===== src/rtl/core/owbm_pkg.sv =====
// Shared types, constants and helpers for the 1-Wire bus master.
`default_nettype none
package owbm_pkg;

  // Config register width and tick timer width
  localparam int CFG_W   = 10;
  localparam int TIMER_W = 10;
  localparam int TMAX    = (1 << TIMER_W) - 1;
  localparam int CFG_IDX_W = 3;

  // Byte and bit counter sizes
  localparam int BYTE_W  = 8;
  localparam int BIT_W   = 3;
  localparam logic [BIT_W-1:0] BIT_LAST = BIT_W'(BYTE_W - 1);

  // Command codes
  typedef enum logic [1:0] {
    CMD_NONE  = 2'd0,
    CMD_RESET = 2'd1,
    CMD_WRITE = 2'd2,
    CMD_READ  = 2'd3
  } cmd_t;

  // Config register indexes
  typedef enum logic [CFG_IDX_W-1:0] {
    REG_RESET_LOW   = 3'd0,
    REG_PRES_SAMPLE = 3'd1,
    REG_RESET_REC   = 3'd2,
    REG_SHORT_LOW   = 3'd3,
    REG_ZERO_LOW    = 3'd4,
    REG_READ_SAMPLE = 3'd5,
    REG_SLOT        = 3'd6
  } cfg_reg_t;

  // Register reset values
  localparam logic [CFG_W-1:0] RST_RESET_LOW   = CFG_W'(480);
  localparam logic [CFG_W-1:0] RST_PRES_SAMPLE = CFG_W'(70);
  localparam logic [CFG_W-1:0] RST_RESET_REC   = CFG_W'(410);
  localparam logic [CFG_W-1:0] RST_SHORT_LOW   = CFG_W'(6);
  localparam logic [CFG_W-1:0] RST_ZERO_LOW    = CFG_W'(60);
  localparam logic [CFG_W-1:0] RST_READ_SAMPLE = CFG_W'(15);
  localparam logic [CFG_W-1:0] RST_SLOT        = CFG_W'(70);

  // Lowest usable counts
  localparam logic [CFG_W-1:0] MIN_TICKS      = CFG_W'(1);
  localparam logic [CFG_W-1:0] MIN_SLOT_TICKS = CFG_W'(2);

  // Bus phases
  typedef enum logic [4:0] {
    PH_IDLE  = 5'b00001,
    PH_RLOW  = 5'b00010,
    PH_RWAIT = 5'b00100,
    PH_RREC  = 5'b01000,
    PH_SLOT  = 5'b10000
  } phase_t;

  // Effective (clamped) timing set
  typedef struct packed {
    logic [TIMER_W-1:0] reset_low;
    logic [TIMER_W-1:0] pres_sample;
    logic [TIMER_W-1:0] reset_rec;
    logic [TIMER_W-1:0] short_low;
    logic [TIMER_W-1:0] zero_low;
    logic [TIMER_W-1:0] read_sample;
    logic [TIMER_W-1:0] slot;
  } timing_t;

  // Clamp a count into [lo, TMAX]
  function automatic logic [TIMER_W-1:0] clamp_ticks(input logic [CFG_W-1:0] v,
                                                     input logic [CFG_W-1:0] lo);
    logic [CFG_W-1:0] r;
    r = (v < lo) ? lo : v;
    if (32'(r) > 32'(TMAX)) begin
      return TIMER_W'(TMAX);
    end
    return TIMER_W'(r);
  endfunction

endpackage
`default_nettype wire


===== src/rtl/core/owbm_cfg.sv =====
// Timing register file with clamping to usable counts.
`default_nettype none
module owbm_cfg (
  input  wire logic                          clk,
  input  wire logic                          rst,
  input  wire logic                          wr_en,
  input  wire logic [owbm_pkg::CFG_IDX_W-1:0] wr_index,
  input  wire logic [owbm_pkg::CFG_W-1:0]    wr_data,
  output owbm_pkg::timing_t                  timing
);
  import owbm_pkg::*;

  logic [CFG_W-1:0] reset_low, pres_sample, reset_rec, short_low;
  logic [CFG_W-1:0] zero_low, read_sample, slot;
  logic [TIMER_W-1:0] slot_eff, samp_eff;

  always_ff @(posedge clk) begin
    if (rst) begin
      reset_low   <= RST_RESET_LOW;
      pres_sample <= RST_PRES_SAMPLE;
      reset_rec   <= RST_RESET_REC;
      short_low   <= RST_SHORT_LOW;
      zero_low    <= RST_ZERO_LOW;
      read_sample <= RST_READ_SAMPLE;
      slot        <= RST_SLOT;
    end else if (wr_en) begin
      unique case (wr_index)
        REG_RESET_LOW:   reset_low   <= wr_data;
        REG_PRES_SAMPLE: pres_sample <= wr_data;
        REG_RESET_REC:   reset_rec   <= wr_data;
        REG_SHORT_LOW:   short_low   <= wr_data;
        REG_ZERO_LOW:    zero_low    <= wr_data;
        REG_READ_SAMPLE: read_sample <= wr_data;
        REG_SLOT:        slot        <= wr_data;
        default: ;  // unmapped index, dropped
      endcase
    end
  end

  // sample point never lands past the last tick of the slot
  always_comb begin
    slot_eff = clamp_ticks(slot, MIN_SLOT_TICKS);
    samp_eff = clamp_ticks(read_sample, MIN_TICKS);
    if (samp_eff > slot_eff - TIMER_W'(1)) begin
      samp_eff = slot_eff - TIMER_W'(1);
    end
    timing.reset_low   = clamp_ticks(reset_low, MIN_TICKS);
    timing.pres_sample = clamp_ticks(pres_sample, MIN_TICKS);
    timing.reset_rec   = clamp_ticks(reset_rec, MIN_TICKS);
    timing.short_low   = clamp_ticks(short_low, MIN_TICKS);
    timing.zero_low    = clamp_ticks(zero_low, MIN_TICKS);
    timing.read_sample = samp_eff;
    timing.slot        = slot_eff;
  end

endmodule
`default_nettype wire


===== src/rtl/core/one_wire_bus_master.sv =====
// 1-Wire bus master: tick-driven sequencer for reset, write byte and read byte.
//
// Each input beat is one tick of the bus time base, carrying an optional
// command and the sampled DQ level; each input beat yields exactly one output
// beat with the drive_low request, busy/done flags, presence flag and the last
// read byte. A command is taken only while the sequencer is idle and its
// accepting tick is already its first tick; commands that arrive while busy
// are dropped. Bytes go LSB first, one slot per bit: a write-1 or read slot
// pulls low for short_low_ticks, a write-0 slot for zero_low_ticks; reads
// sample DQ at read_sample_ticks into the slot. Throughput is one beat per
// clock while out_stall does not hold the output: a beat sits in the input
// register, the next-state logic (one timer increment and compare per tick)
// runs combinationally, and the result lands in the output register. Stall on
// the output side backs up into in_stall with no beat lost. Timing registers
// are written over the cfg port (index 0..6, higher indexes ignored) and
// must only be changed while no command is in flight; cfg_ready is always 1.
`default_nettype none
module one_wire_bus_master (
  input  wire logic                            clk,
  input  wire logic                            rst,
  // tick input channel
  input  wire logic                            in_valid,
  output      logic                            in_stall,
  input  wire logic [1:0]                      command,
  input  wire logic [owbm_pkg::BYTE_W-1:0]     write_data,
  input  wire logic                            line_level,
  // result channel
  output      logic                            out_valid,
  input  wire logic                            out_stall,
  output      logic                            drive_low,
  output      logic                            busy_res,
  output      logic                            done_res,
  output      logic                            presence,
  output      logic [owbm_pkg::BYTE_W-1:0]     read_result,
  // config write channel
  input  wire logic                            cfg_valid,
  output      logic                            cfg_ready,
  input  wire logic [owbm_pkg::CFG_IDX_W-1:0]  cfg_index,
  input  wire logic [owbm_pkg::CFG_W-1:0]      cfg_data
);
  import owbm_pkg::*;

  timing_t timing;

  // input register
  logic              s1_valid;
  logic [1:0]        s1_cmd;
  logic [BYTE_W-1:0] s1_wdata;
  logic              s1_line;
  logic              in_take, advance;

  // sequencer state
  phase_t             phase, phase_next;
  cmd_t               operation, operation_next;
  logic [TIMER_W-1:0] slot_timer, slot_timer_next;
  logic [BIT_W-1:0]   bit_index, bit_index_next;
  logic [BYTE_W-1:0]  shift_byte, shift_byte_next;
  logic               presence_flag, presence_flag_next;
  logic [BYTE_W-1:0]  read_reg, read_reg_next;

  // per-tick work signals
  logic               start;
  phase_t             ph;
  logic [TIMER_W:0]   tmr_inc;
  logic [TIMER_W-1:0] low_len;
  logic               drive_next, busy_next, done_next;

  assign cfg_ready = 1'b1;

  owbm_cfg u_cfg (
    .clk      (clk),
    .rst      (rst),
    .wr_en    (cfg_valid & cfg_ready),
    .wr_index (cfg_index),
    .wr_data  (cfg_data),
    .timing   (timing)
  );

  // handshake: stage 1 moves on when the output register is free or draining
  assign advance  = s1_valid & (~out_valid | ~out_stall);
  assign in_stall = s1_valid & ~advance;
  assign in_take  = in_valid & ~in_stall;

  always_ff @(posedge clk) begin
    if (rst) begin
      s1_valid <= 1'b0;
    end else if (in_take) begin
      s1_valid <= 1'b1;
    end else if (advance) begin
      s1_valid <= 1'b0;
    end
  end

  always_ff @(posedge clk) begin
    if (in_take) begin
      s1_cmd   <= command;
      s1_wdata <= write_data;
      s1_line  <= line_level;
    end
  end

  // one tick of the sequencer
  always_comb begin
    start              = (phase == PH_IDLE) && (s1_cmd != CMD_NONE);
    ph                 = phase;
    operation_next     = operation;
    slot_timer_next    = slot_timer;
    bit_index_next     = bit_index;
    shift_byte_next    = shift_byte;
    presence_flag_next = presence_flag;
    read_reg_next      = read_reg;
    drive_next         = 1'b0;
    busy_next          = 1'b0;
    done_next          = 1'b0;
    low_len            = timing.short_low;

    // the accepting tick is already the first tick of the command
    if (start) begin
      operation_next  = cmd_t'(s1_cmd);
      slot_timer_next = '0;
      bit_index_next  = '0;
      shift_byte_next = (s1_cmd == CMD_WRITE) ? s1_wdata : '0;
      ph              = (s1_cmd == CMD_RESET) ? PH_RLOW : PH_SLOT;
    end
    phase_next = ph;
    tmr_inc    = {1'b0, slot_timer_next} + (TIMER_W+1)'(1);

    unique case (ph)
      PH_IDLE: ;
      PH_RLOW: begin
        busy_next  = 1'b1;
        drive_next = 1'b1;
        if (tmr_inc >= {1'b0, timing.reset_low}) begin
          phase_next      = PH_RWAIT;
          slot_timer_next = '0;
        end else begin
          slot_timer_next = tmr_inc[TIMER_W-1:0];
        end
      end
      PH_RWAIT: begin
        busy_next = 1'b1;
        if (tmr_inc >= {1'b0, timing.pres_sample}) begin
          presence_flag_next = ~s1_line;  // device holds DQ low
          phase_next         = PH_RREC;
          slot_timer_next    = '0;
        end else begin
          slot_timer_next = tmr_inc[TIMER_W-1:0];
        end
      end
      PH_RREC: begin
        busy_next = 1'b1;
        if (tmr_inc >= {1'b0, timing.reset_rec}) begin
          done_next       = 1'b1;
          phase_next      = PH_IDLE;
          slot_timer_next = '0;
        end else begin
          slot_timer_next = tmr_inc[TIMER_W-1:0];
        end
      end
      PH_SLOT: begin
        busy_next = 1'b1;
        if (operation_next == CMD_WRITE && !shift_byte_next[0]) begin
          low_len = timing.zero_low;
        end
        drive_next = (slot_timer_next < low_len);
        if (operation_next == CMD_READ && slot_timer_next == timing.read_sample) begin
          shift_byte_next = {s1_line, shift_byte_next[BYTE_W-1:1]};
        end
        if (tmr_inc >= {1'b0, timing.slot}) begin
          if (operation_next == CMD_WRITE) begin
            shift_byte_next = {1'b0, shift_byte_next[BYTE_W-1:1]};
          end
          slot_timer_next = '0;
          if (bit_index_next == BIT_LAST) begin
            done_next = 1'b1;
            if (operation_next == CMD_READ) begin
              read_reg_next = shift_byte_next;
            end
            phase_next     = PH_IDLE;
            bit_index_next = '0;
          end else begin
            bit_index_next = bit_index_next + BIT_W'(1);
          end
        end else begin
          slot_timer_next = tmr_inc[TIMER_W-1:0];
        end
      end
      default: phase_next = PH_IDLE;
    endcase
  end

  always_ff @(posedge clk) begin
    if (rst) begin
      phase         <= PH_IDLE;
      operation     <= CMD_NONE;
      slot_timer    <= '0;
      bit_index     <= '0;
      shift_byte    <= '0;
      presence_flag <= 1'b0;
      read_reg      <= '0;
    end else if (advance) begin
      phase         <= phase_next;
      operation     <= operation_next;
      slot_timer    <= slot_timer_next;
      bit_index     <= bit_index_next;
      shift_byte    <= shift_byte_next;
      presence_flag <= presence_flag_next;
      read_reg      <= read_reg_next;
    end
  end

  // output register
  always_ff @(posedge clk) begin
    if (rst) begin
      out_valid <= 1'b0;
    end else if (advance) begin
      out_valid <= 1'b1;
    end else if (!out_stall) begin
      out_valid <= 1'b0;
    end
  end

  always_ff @(posedge clk) begin
    if (advance) begin
      drive_low   <= drive_next;
      busy_res    <= busy_next;
      done_res    <= done_next;
      presence    <= presence_flag_next;
      read_result <= read_reg_next;
    end
  end

endmodule
`default_nettype wire


===== config.mk =====
export PLATFORM = sky130hd
export DESIGN_NAME = one_wire_bus_master
export DESIGN_NICKNAME = d
export VERILOG_FILES = /design/src/rtl/core/owbm_pkg.sv /design/src/rtl/core/owbm_cfg.sv /design/src/rtl/core/one_wire_bus_master.sv
export SDC_FILE = /design/constraint.sdc
export NUM_CORES = 1
export LEC_CHECK = 0
export BUFFER_PORTS_ARGS = -buffer_cell sky130_fd_sc_hd__buf_4
export CAP_MARGIN = 20
export CORE_MARGIN = 4
export CORE_UTILIZATION = 50
export DETAILED_ROUTE_END_ITERATION = 8
export PLACE_DENSITY = 0.75
export SLEW_MARGIN = 10
export SYNTH_ARGS = -nofsm -noshare
export SYNTH_HDL_FRONTEND = slang
export SYNTH_SLANG_ARGS = --single-unit

===== constraint.sdc =====
create_clock -name clk -period 9.4 [get_ports clk]
set_input_delay 1.88 -clock clk [delete_from_list [all_inputs] [get_ports clk]]
set_output_delay 1.88 -clock clk [all_outputs]
set_load 0.01 [all_outputs]

==> flow_summary.toml, run 1 <==
[logic_synthesis]
synth_area_um2 = 8220
synthCells = 1026
synthFlopType = "dfxtp_1"
synth_most_common_cell = "nand2_1"
synth_commonest_cells = "192 x nand2_1, 109 x dfxtp_1, 83 x a21oi_1, 67 x inv_1, 63 x ha_1"
avgSynthCellArea_um2 = 8.01
async_flop_share_pct = 0
synthTopCellsByArea = "dfxtp_1 27%, ha_1 9.6%, nand2_1 8.8%, edfxtp_1 8.4%, a21oi_1 5.1%"
synth_area_leader_cell = "dfxtp_1"
yosysSeqAreaShare_pct = 34.9
ys_types = 79
ys_seq_elements = 132
synth_edf_count = 23
syn_nets = 1118
synth_top_area_share_pct = 26.5
ys_warn_count = 0

[route]
wl_met3_um = 2220
wl_met1_um = 10500
route.met2.wl_um = 10400
vias_per_cell = 6.16
antenna_left = 0
wl_um = 23600
wire_per_inst_um = 18.6
drt-initial-drc-count = 978
top_layer = "met4"
dr.pass1.iters = 7
drc = 0
vias = 7827

[timing]
fin_hold_ws_ns = 0.455
period_share_pct = 67.5
fin_crit_ns = 6.34
max_slew.worst_pin.slew_ns = 1.01
fmax_mhz = 158
setup_violations = 0
rsz0062_at_grt = "false"
fin_tns_setup_ns = 0
relSlewSlack_pct = 32.4
fin_skew_ns = 0.00571
slew_viol_final = 0
finalHoldViolCount = 0

[floorplan]
die_x_um = 136
die_area_um2 = 18600
initial_core_util_pct = 51.4
rows = 46
coreArea_um2 = 16000
die_h_um = 136
ios = 44

[worst_setup_path]
crit_chain = "or4_1 > o31ai_1 > ha_1 > or3b_2 > or3_1 > and2_1 > ha_1 > a21oi_1 > o21ai_0 > nor4_1 > nor2_1 > mux2_2 > o2111ai_1 > or3_4 > a311oi_2 > mux2_1"
reg2reg_from = "u_cfg.slot[2]"
path_class = "reg -> reg"
critPathCaptureType = "register"
cpMostUsedCell = "ha_1"
crit_path_start = "u_cfg.slot[2]"
worstPathRequired_ns = 9.57
arrival_ns = 6.51
start_kind = "register"
crit_family = "simple AND/OR/NAND/NOR gates"
slowest_stage = "o2111ai_1"
crit_buf_inv = 0
worstPathMaxFanout = 12
critPathMaxStageDelay_ns = 0.79

[cts]
clock-sinks = 132
ctsResizeCount = 0
ctsHoldBuffers = 0
h-tree-depth = 4
clkLatencyLatePin_ns = 0.43
clkTransAtPathRegs_ns = 0.06
cts_buffer_depth = 2
ctsRootBufferMaster = "clkbuf_16"
numCtsBuffers = 17
cts_tree = "built"
cts_setup_buffers = 0

[place]
gp_congestion = 1.00
io_buffer_count = 42
hpwl_um = 16500
place_area_um2 = 8660

[power]
swShare_pct = 27.9
power.internal_w = 0.00105
comb_power_share_pct = 15.0
p_total_w = 0.00146
p_sw_w = 0.000406
peakVddDrop_uv = 122
clkPwrFrac_pct = 42.7
p_leak_nw = 3.71
pwr-share-seq_pct = 42.3
power_density_nw_per_um2 = 158

[global_routing]
grt_max_degree = 70
grt_pass1_wl_um = 37700
antenna_found_initial = 0
grt_pass1_vias = 7021
grt_usage_pct = 26.0
gr-total-overflow = 0

[outcome]
status = "finished, final reports clean"

[worst_hold_path]
hold_start = "presence_flag"
min_path_type = "reg -> reg"

[finish]
nFillCells = 1489
n_antenna_cell = 0
drive_above_1_share_pct = 10.0
area_growth_pct = 12.1
fin_nets = 1134
fin_area_um2 = 9220

[run]
maxCapViolations = 0
metal layers:
layer  GRT usage [%]  vias to the layer above
met1            36.7                     3616
met3            6.44                       52
met2            39.1                      407
met4            8.12                        0
met5               0                        -
li1                -                     3752
final timing paths:
path | to | slack, ns | depth (start not counted)
setup / recovery | read_result[3] | 3.06 | 16
hold / removal | presence_flag | 0.45 | 2
setup reg to reg | read_result[3] | 3.06 | 16
hold reg to reg | presence_flag | 0.45 | 2
area by class of cell:
class | instances | area (µm²) | area share, %
Clock buffer | 24 | 472 | 5.12
Tap cell | 216 | 270 | 2.93
Inverter | 69 | 259 | 2.81
Sequential cell | 132 | 2870 | 31.2
Timing Repair Buffer | 54 | 403 | 4.37
Clock inverter | 8 | 73.8 | 0.801
Multi-Input combinational cell | 768 | 4860 | 52.8
power by group through the flow:
stage,Sequential (W),Combinational (W),Clock (W)
after global routing,0.000617,0.000240,0.000655
after global placement,0.000626,0.000210,0
after detailed placement,0.000626,0.000212,0
final,0.000616,0.000218,0.000621
after floorplan,0.000619,0.000147,0
after CTS,0.000614,0.000214,0.000629
tightest hold or removal path, cell delays in order, from the launching register on:
cell and delay, ns:
dfxtp_1 0.31, nand2_1 0.05, a21oi_1 0.05
per-stage QoR:
stage,utilization [%],worst slack (ns),std cells
global placement,54.2,3.43,1238
floorplan,-,4.11,1026
finish,57.6,3.06,1271
CTS,57.6,3.19,1270
global route,57.6,2.72,1271
detailed placement,54.2,3.25,1238
cell usage in the layout, fill, tap and decap left out, drive strengths merged, types with 6 or more instances in the layout:
master and n:
mux2i 19, nand2 192, edfxtp 23, and2 10, a2111oi 8, buf 54, ha 63, or3 7
nor4 23, a221oi 6, o21ai 50, dfxtp 109, nor2b 7, inv 71, nor2 46, or4 7
nand4 7, o31ai 15, a211oi 8, o22ai 7, o211ai 17, nand2b 11, nand3 37, clkbuf 24
a21o 20, xnor2 8, a22oi 7, and3 8, a21oi 83, nor3 18, a31oi 13, o21a 10
kinds of logic (layout without fill, tap and decap cells):
| kind of cell | after synthesis | count (layout) | share of synthesized area, % |
|---|---|---|---|
| mux | 24 | 24 | 3.00 |
| compound gates | 286 | 286 | 23.5 |
| flops | 132 | 132 | 34.9 |
| buf+inv | 126 | 155 | 6.04 |
| simple gates | 384 | 384 | 21.8 |
| other cells | 1 | 1 | 0.0456 |
| fa+ha+maj | 63 | 63 | 9.59 |
| xor+xnor | 10 | 10 | 1.07 |
Power figures use the tool's default switching activity.
==> run 2, diff against run 1 <==
==> constraint.sdc (replaced) <==
create_clock -name clk -period 6.43 [get_ports clk]
set_input_delay 1.286 -clock clk [delete_from_list [all_inputs] [get_ports clk]]
set_output_delay 1.286 -clock clk [all_outputs]
set_load 0.01 [all_outputs]
==> run 2 against run 1 <==
Compared with the run above:
- sequential power grew 46%
- final cell count grew 0.55%
- clock-buffer cell count fell by 2
- core utilization is 0.61 points higher
- hold slack barely moved
- sequential share of layout area down 0.33 points
- routed wire length rose by 2.0%
- register-to-register slack got worse by 2.7 ns
- global-route usage is 0.26 points higher
- first-iteration DRC count fell by 9.9%
- flip-flop and latch count stayed put
- critical path depth unchanged
==> flow_summary.toml, run 2 (synthesis gave the netlist of run 1 again) <==
[timing]
max_slew.worst_pin.slew_ns = 0.982
relSlewSlack_pct = 34.4
finalHoldViolCount = 0
setup_violations = 0
period_share_pct = 94.0
fmax_mhz = 165
rsz0062_at_grt = "false"
fin_skew_ns = 0.00837
fin_crit_ns = 6.05
slew_viol_final = 0
fin_tns_setup_ns = 0

[cts]
numCtsBuffers = 17
ctsRootBufferMaster = "clkbuf_16"
ctsHoldBuffers = 0
ctsResizeCount = 0
cts_tree = "built"
clkLatencyLatePin_ns = 0.43
clock-sinks = 132
h-tree-depth = 4
cts_buffer_depth = 2
cts_setup_buffers = 0
clkTransAtPathRegs_ns = 0.06

[global_routing]
grt_pass1_vias = 7190
use_met2_pct = 39.9
grt_usage_pct = 26.2
gr-total-overflow = 0
grt_max_degree = 70
met3_usage_pct = 5.85
busiest_layer = "met2"
antenna_found_initial = 0
grt_pass1_wl_um = 38000
use_met1_pct = 37.1

[finish]
layout_commonest_cell = "nand2_1"
final_cell_mix = "192 x nand2_1, 109 x dfxtp_1, 83 x a21oi_1"
instances_no_fill = 1278
area_growth_pct = 13.3
drive_above_1_share_pct = 10.9
fin_area_um2 = 9310
n_antenna_cell = 0
nFillCells = 1485
fin_nets = 1143

[worst_setup_path]
worstPathMaxFanout = 8
path_class = "reg -> reg"
slowest_stage = "or4_1"
start_kind = "register"
r2r_slack_ns = 0.38
crit_chain = "or4_1 > o31ai_1 > ha_1 > or3b_2 > or3_1 > and2_1 > ha_1 > nand2_1 > o21ai_0 > nor4_1 > nor2_1 > mux2_2 > a211oi_2 > a21o_1 > mux2i_1 > mux2i_1"
critPathCaptureType = "register"
critPathMaxStageDelay_ns = 0.64
worstPathRequired_ns = 6.59
crit_buf_inv = 0
arrival_ns = 6.21
crit_family = "simple AND/OR/NAND/NOR gates"

[floorplan]
die_area_um2 = 18600
die_h_um = 136
coreArea_um2 = 16000
initial_core_util_pct = 51.4
ios = 44
die_x_um = 136
rows = 46

[outcome]
status = "finished, final reports clean"

[power]
peakVddDrop_uv = 182
p_leak_nw = 3.77
power_density_nw_per_um2 = 235

[place]
io_buffer_count = 42
dp.cells = 1247
gp_congestion = 1.01
hpwl_um = 17200
place_area_um2 = 8730

[route]
wire_per_inst_um = 18.9
drc = 0
antenna_left = 0
wl_um = 24100
drt-initial-drc-count = 881
vias = 7881
dr.pass1.iters = 6
vias_per_cell = 6.17

[run]
maxCapViolations = 0

[worst_hold_path]
min_path_type = "reg -> reg"
-- run 2: changes by cell type in the layout (fill, tap and decap cells not counted), sizes merged --
cell      before  now
buf           54   63
clkbuf        24   22
bufinv         1    2
clkinv         4    3
clkinvlp       1    2
inv           71   70
-- run 2: per-layer routing --
layer | routed length (µm) | vias to the layer above | share of wire [%]
met2 | 10700 | 415 | 44
met4 | 683 | 0 | 2.8
li1 | - | 3763 | -
met3 | 2130 | 61 | 8.8
met5 | 0 | - | 0
met1 | 10600 | 3642 | 44
-- run 2: final cells by class --
type	count	area, µm²	share of cell area [%]
multi-input combinational	768	4860	52.2
clock inverter	8	101	1.09
clock buffer	22	474	5.09
inverter	69	259	2.78
timing repair buffer	63	470	5.05
sequential	132	2870	30.8
tap	216	270	2.90
-- run 2: where the power goes --
| group | switching, W | internal, W |
|---|---|---|
| Clock | 0.000361 | 0.000597 |
| Combinational | 0.000210 | 0.000117 |
| Sequential | 0.0000300 | 0.000871 |
| Total | 0.000602 | 0.00158 |
-- run 2: worst register-to-register path, stage by stage, from the launching register on --
cell	delay, ns
dfxtp_1	0.37
or4_1	0.64
o31ai_1	0.55
ha_1	0.34
or3b_2	0.47
or3_1	0.34
and2_1	0.19
ha_1	0.29
nand2_1	0.08
o21ai_0	0.11
nor4_1	0.54
nor2_1	0.25
mux2_2	0.34
a211oi_2	0.38
a21o_1	0.37
mux2i_1	0.39
mux2i_1	0.12
-- run 2: worst paths after layout --
check | depth (start not counted) | end | from
max | 16 | read_result[6] | u_cfg.slot[2]
min | 2 | u_cfg.pres_sample[0] | u_cfg.pres_sample[0]
max reg2reg | 16 | read_result[6] | u_cfg.slot[2]
min reg2reg | 2 | u_cfg.pres_sample[0] | u_cfg.pres_sample[0]
-- run 2: stage by stage --
step	utilization, %	setup WS, ns	hold WS, ns	power, W
4_1_cts	58.2	0.486	0.456	0.00218
3_5_place_dp	54.6	0.570	0.449	0.00123
6_report	58.2	0.384	0.455	0.00219
2_1_floorplan	-	1.14	0.434	0.00112
5_1_grt	58.2	0.0604	0.471	0.00226
3_3_place_gp	54.6	0.749	0.442	0.00123
==> run 3, diff against run 2 <==
--- a/config.mk
+++ b/config.mk
@@ -5,12 +5,12 @@
 export SDC_FILE = /design/constraint.sdc
 export NUM_CORES = 1
 export LEC_CHECK = 0
-export BUFFER_PORTS_ARGS = -buffer_cell sky130_fd_sc_hd__buf_4
 export CAP_MARGIN = 20
 export CORE_MARGIN = 4
 export CORE_UTILIZATION = 50
 export DETAILED_ROUTE_END_ITERATION = 8
-export PLACE_DENSITY = 0.75
+export DONT_BUFFER_PORTS = 1
+export PLACE_DENSITY = 0.73
 export SLEW_MARGIN = 10
 export SYNTH_ARGS = -nofsm -noshare
 export SYNTH_HDL_FRONTEND = slang
==> run 3 against run 2 <==
Compared with the run above:
- sequential power about the same
- largest cell class unchanged
- non-clock buffer count is 45 lower
- critical endpoint is now read_result[3]
- largest power group unchanged
- first-iteration DRC count grew 3.7%
- clock skew increased by 0.0087 ns
- worst setup slack gained 0.16 ns
==> flow_summary.toml, run 3 (synthesis gave the netlist of run 1 again) <==
[global_routing]
gr-total-overflow = 0
grt_usage_pct = 26.3
grt_max_degree = 70
use_met2_pct = 40.3
grt_pass1_vias = 7009
met3_usage_pct = 6.29
busiest_layer = "met2"
use_met1_pct = 36.4
antenna_found_initial = 0
grt_pass1_wl_um = 38100

[timing]
fin_skew_ns = 0.0170
fin_crit_ns = 5.89
fmax_mhz = 170
fin_hold_ws_ns = 0.458
layout_setup_ws_ns = 0.541
rsz0062_at_grt = "false"
relSlewSlack_pct = 30.3
fin_tns_setup_ns = 0
period_share_pct = 91.6
finalHoldViolCount = 0
slew_viol_final = 0
max_slew.worst_pin.slew_ns = 1.04
setup_violations = 0

[floorplan]
rows = 46
coreArea_um2 = 16000
initial_core_util_pct = 51.4
die_h_um = 136
die_x_um = 136
die_area_um2 = 18600
ios = 44

[power]
power_density_nw_per_um2 = 249
p_sw_w = 0.000589
comb_power_share_pct = 12.6
p_total_w = 0.00225
p_leak_nw = 3.58
clkPwrFrac_pct = 47.2
peakVddDrop_uv = 191
power.internal_w = 0.00166
pwr-share-seq_pct = 40.1
swShare_pct = 26.2

[worst_setup_path]
worstPathRequired_ns = 6.74
critPathCaptureType = "register"
path_class = "reg -> reg"
start_kind = "register"
reg2reg_to = "read_result[3]"
reg2reg_from = "u_cfg.slot[2]"
r2r_slack_ns = 0.54
rr_worst_depth = 16
arrival_ns = 6.20
worstPathMaxFanout = 12

[outcome]
status = "finished, final reports clean"

[run]
maxCapViolations = 0

[finish]
drive_above_1_share_pct = 7.07
area_growth_pct = 9.95
final_cell_mix = "192 x nand2_1, 109 x dfxtp_1, 83 x a21oi_1"
instances_no_fill = 1235
nFillCells = 1505
layout_commonest_cell = "nand2_1"
n_antenna_cell = 0
fin_nets = 1098

[route]
drt-initial-drc-count = 914
wl_um = 23800
vias_per_cell = 6.24
vias = 7701
dr.pass1.iters = 6
drc = 0
wire_per_inst_um = 19.3
antenna_left = 0

[cts]
ctsHoldBuffers = 0
clkTransAtPathRegs_ns = 0.06
cts_setup_buffers = 0
cts_buffer_depth = 2
clock-sinks = 132
h-tree-depth = 4
clkLatencyLatePin_ns = 0.44
numCtsBuffers = 17
cts_tree = "built"
ctsRootBufferMaster = "clkbuf_16"
ctsResizeCount = 0

[place]
dp.cells = 1202
place_ws_ns = 0.603
gp_congestion = 0.947
hpwl_um = 16800
io_buffer_count = 0

[worst_hold_path]
hold_start = "u_cfg.reset_low[2]"
min_path_type = "reg -> reg"
min_delay_path_depth = 2
hold_end = "u_cfg.reset_low[2]"
==> run 3: cell count changes in the layout (fill, tap and decap cells not counted) <==
cell        delta
buf_4         -45
clkinv_2       +1
clkinv_1       +1
inv_6          +1
bufinv_16      +3
clkinvlp_4     -1
clkinv_4       +2
inv_4          -2
clkbuf_8       -3
==> run 3: worst max-delay path, stage by stage (launching register included) <==
cell and delay (ns):
dfxtp_1 0.37, or4_1 0.64, o31ai_1 0.54, ha_1 0.35, or3b_2 0.47, or3_1 0.33
and2_1 0.19, ha_1 0.29, nand2_1 0.08, o21ai_0 0.09, nor4_1 0.50, nor2_1 0.24
mux2_2 0.34, a21o_1 0.31, or3_4 0.48, a311oi_2 0.36, mux2_1 0.19
==> run 3: area by class of cell <==
type	count	area, µm²	area share (%)
Inverter	69	259	2.87
Tap cell	216	270	2.99
Timing Repair Buffer	18	133	1.47
Multi-Input combinational cell	768	4860	53.8
Clock buffer	19	433	4.79
Sequential cell	132	2870	31.8
Clock inverter	13	206	2.28
==> run 3: power groups by stage <==
stage	combinational, W	clock (W)	sequential [W]
3_3_place_gp	0.000270	0	0.000918
6_report	0.000284	0.00106	0.000902
4_1_cts	0.000278	0.00107	0.000901
5_1_grt	0.000313	0.00110	0.000905
3_5_place_dp	0.000274	0	0.000918
2_1_floorplan	0.000215	0	0.000905
==> run 3: worst max-delay path by stage <==
stage | startpoint | to | slack [ns] | cells after the start
finish | u_cfg.slot[2] | read_result[3] | 0.54 | 16
global route | u_cfg.slot[2] | read_result[6] | 0.13 | 16
CTS | u_cfg.slot[2] | read_result[3] | 0.60 | 16
detailed placement | u_cfg.slot[2] | read_result[6] | 0.60 | 16
global placement | u_cfg.slot[2] | read_result[1] | 0.77 | 16
floorplan | u_cfg.slot[2] | read_result[4] | 1.14 | 18
==> run 3: metal layers <==
metal / vias up / part of all wire [%] / routed length [µm]
met5: - / 0 / 0
met4: 0 / 2.1 / 510
met3: 52 / 9.1 / 2170
met2: 375 / 45 / 10700
met1: 3593 / 44 / 10500
li1: 3681 / - / -
==> run 3: stage by stage <==
step | utilization, % | area, µm²
finish | 56.5 | 9040
CTS | 56.5 | 9030
floorplan | - | 8220
global placement | 52.5 | 8390
global route | 56.5 | 9040
detailed placement | 52.5 | 8390
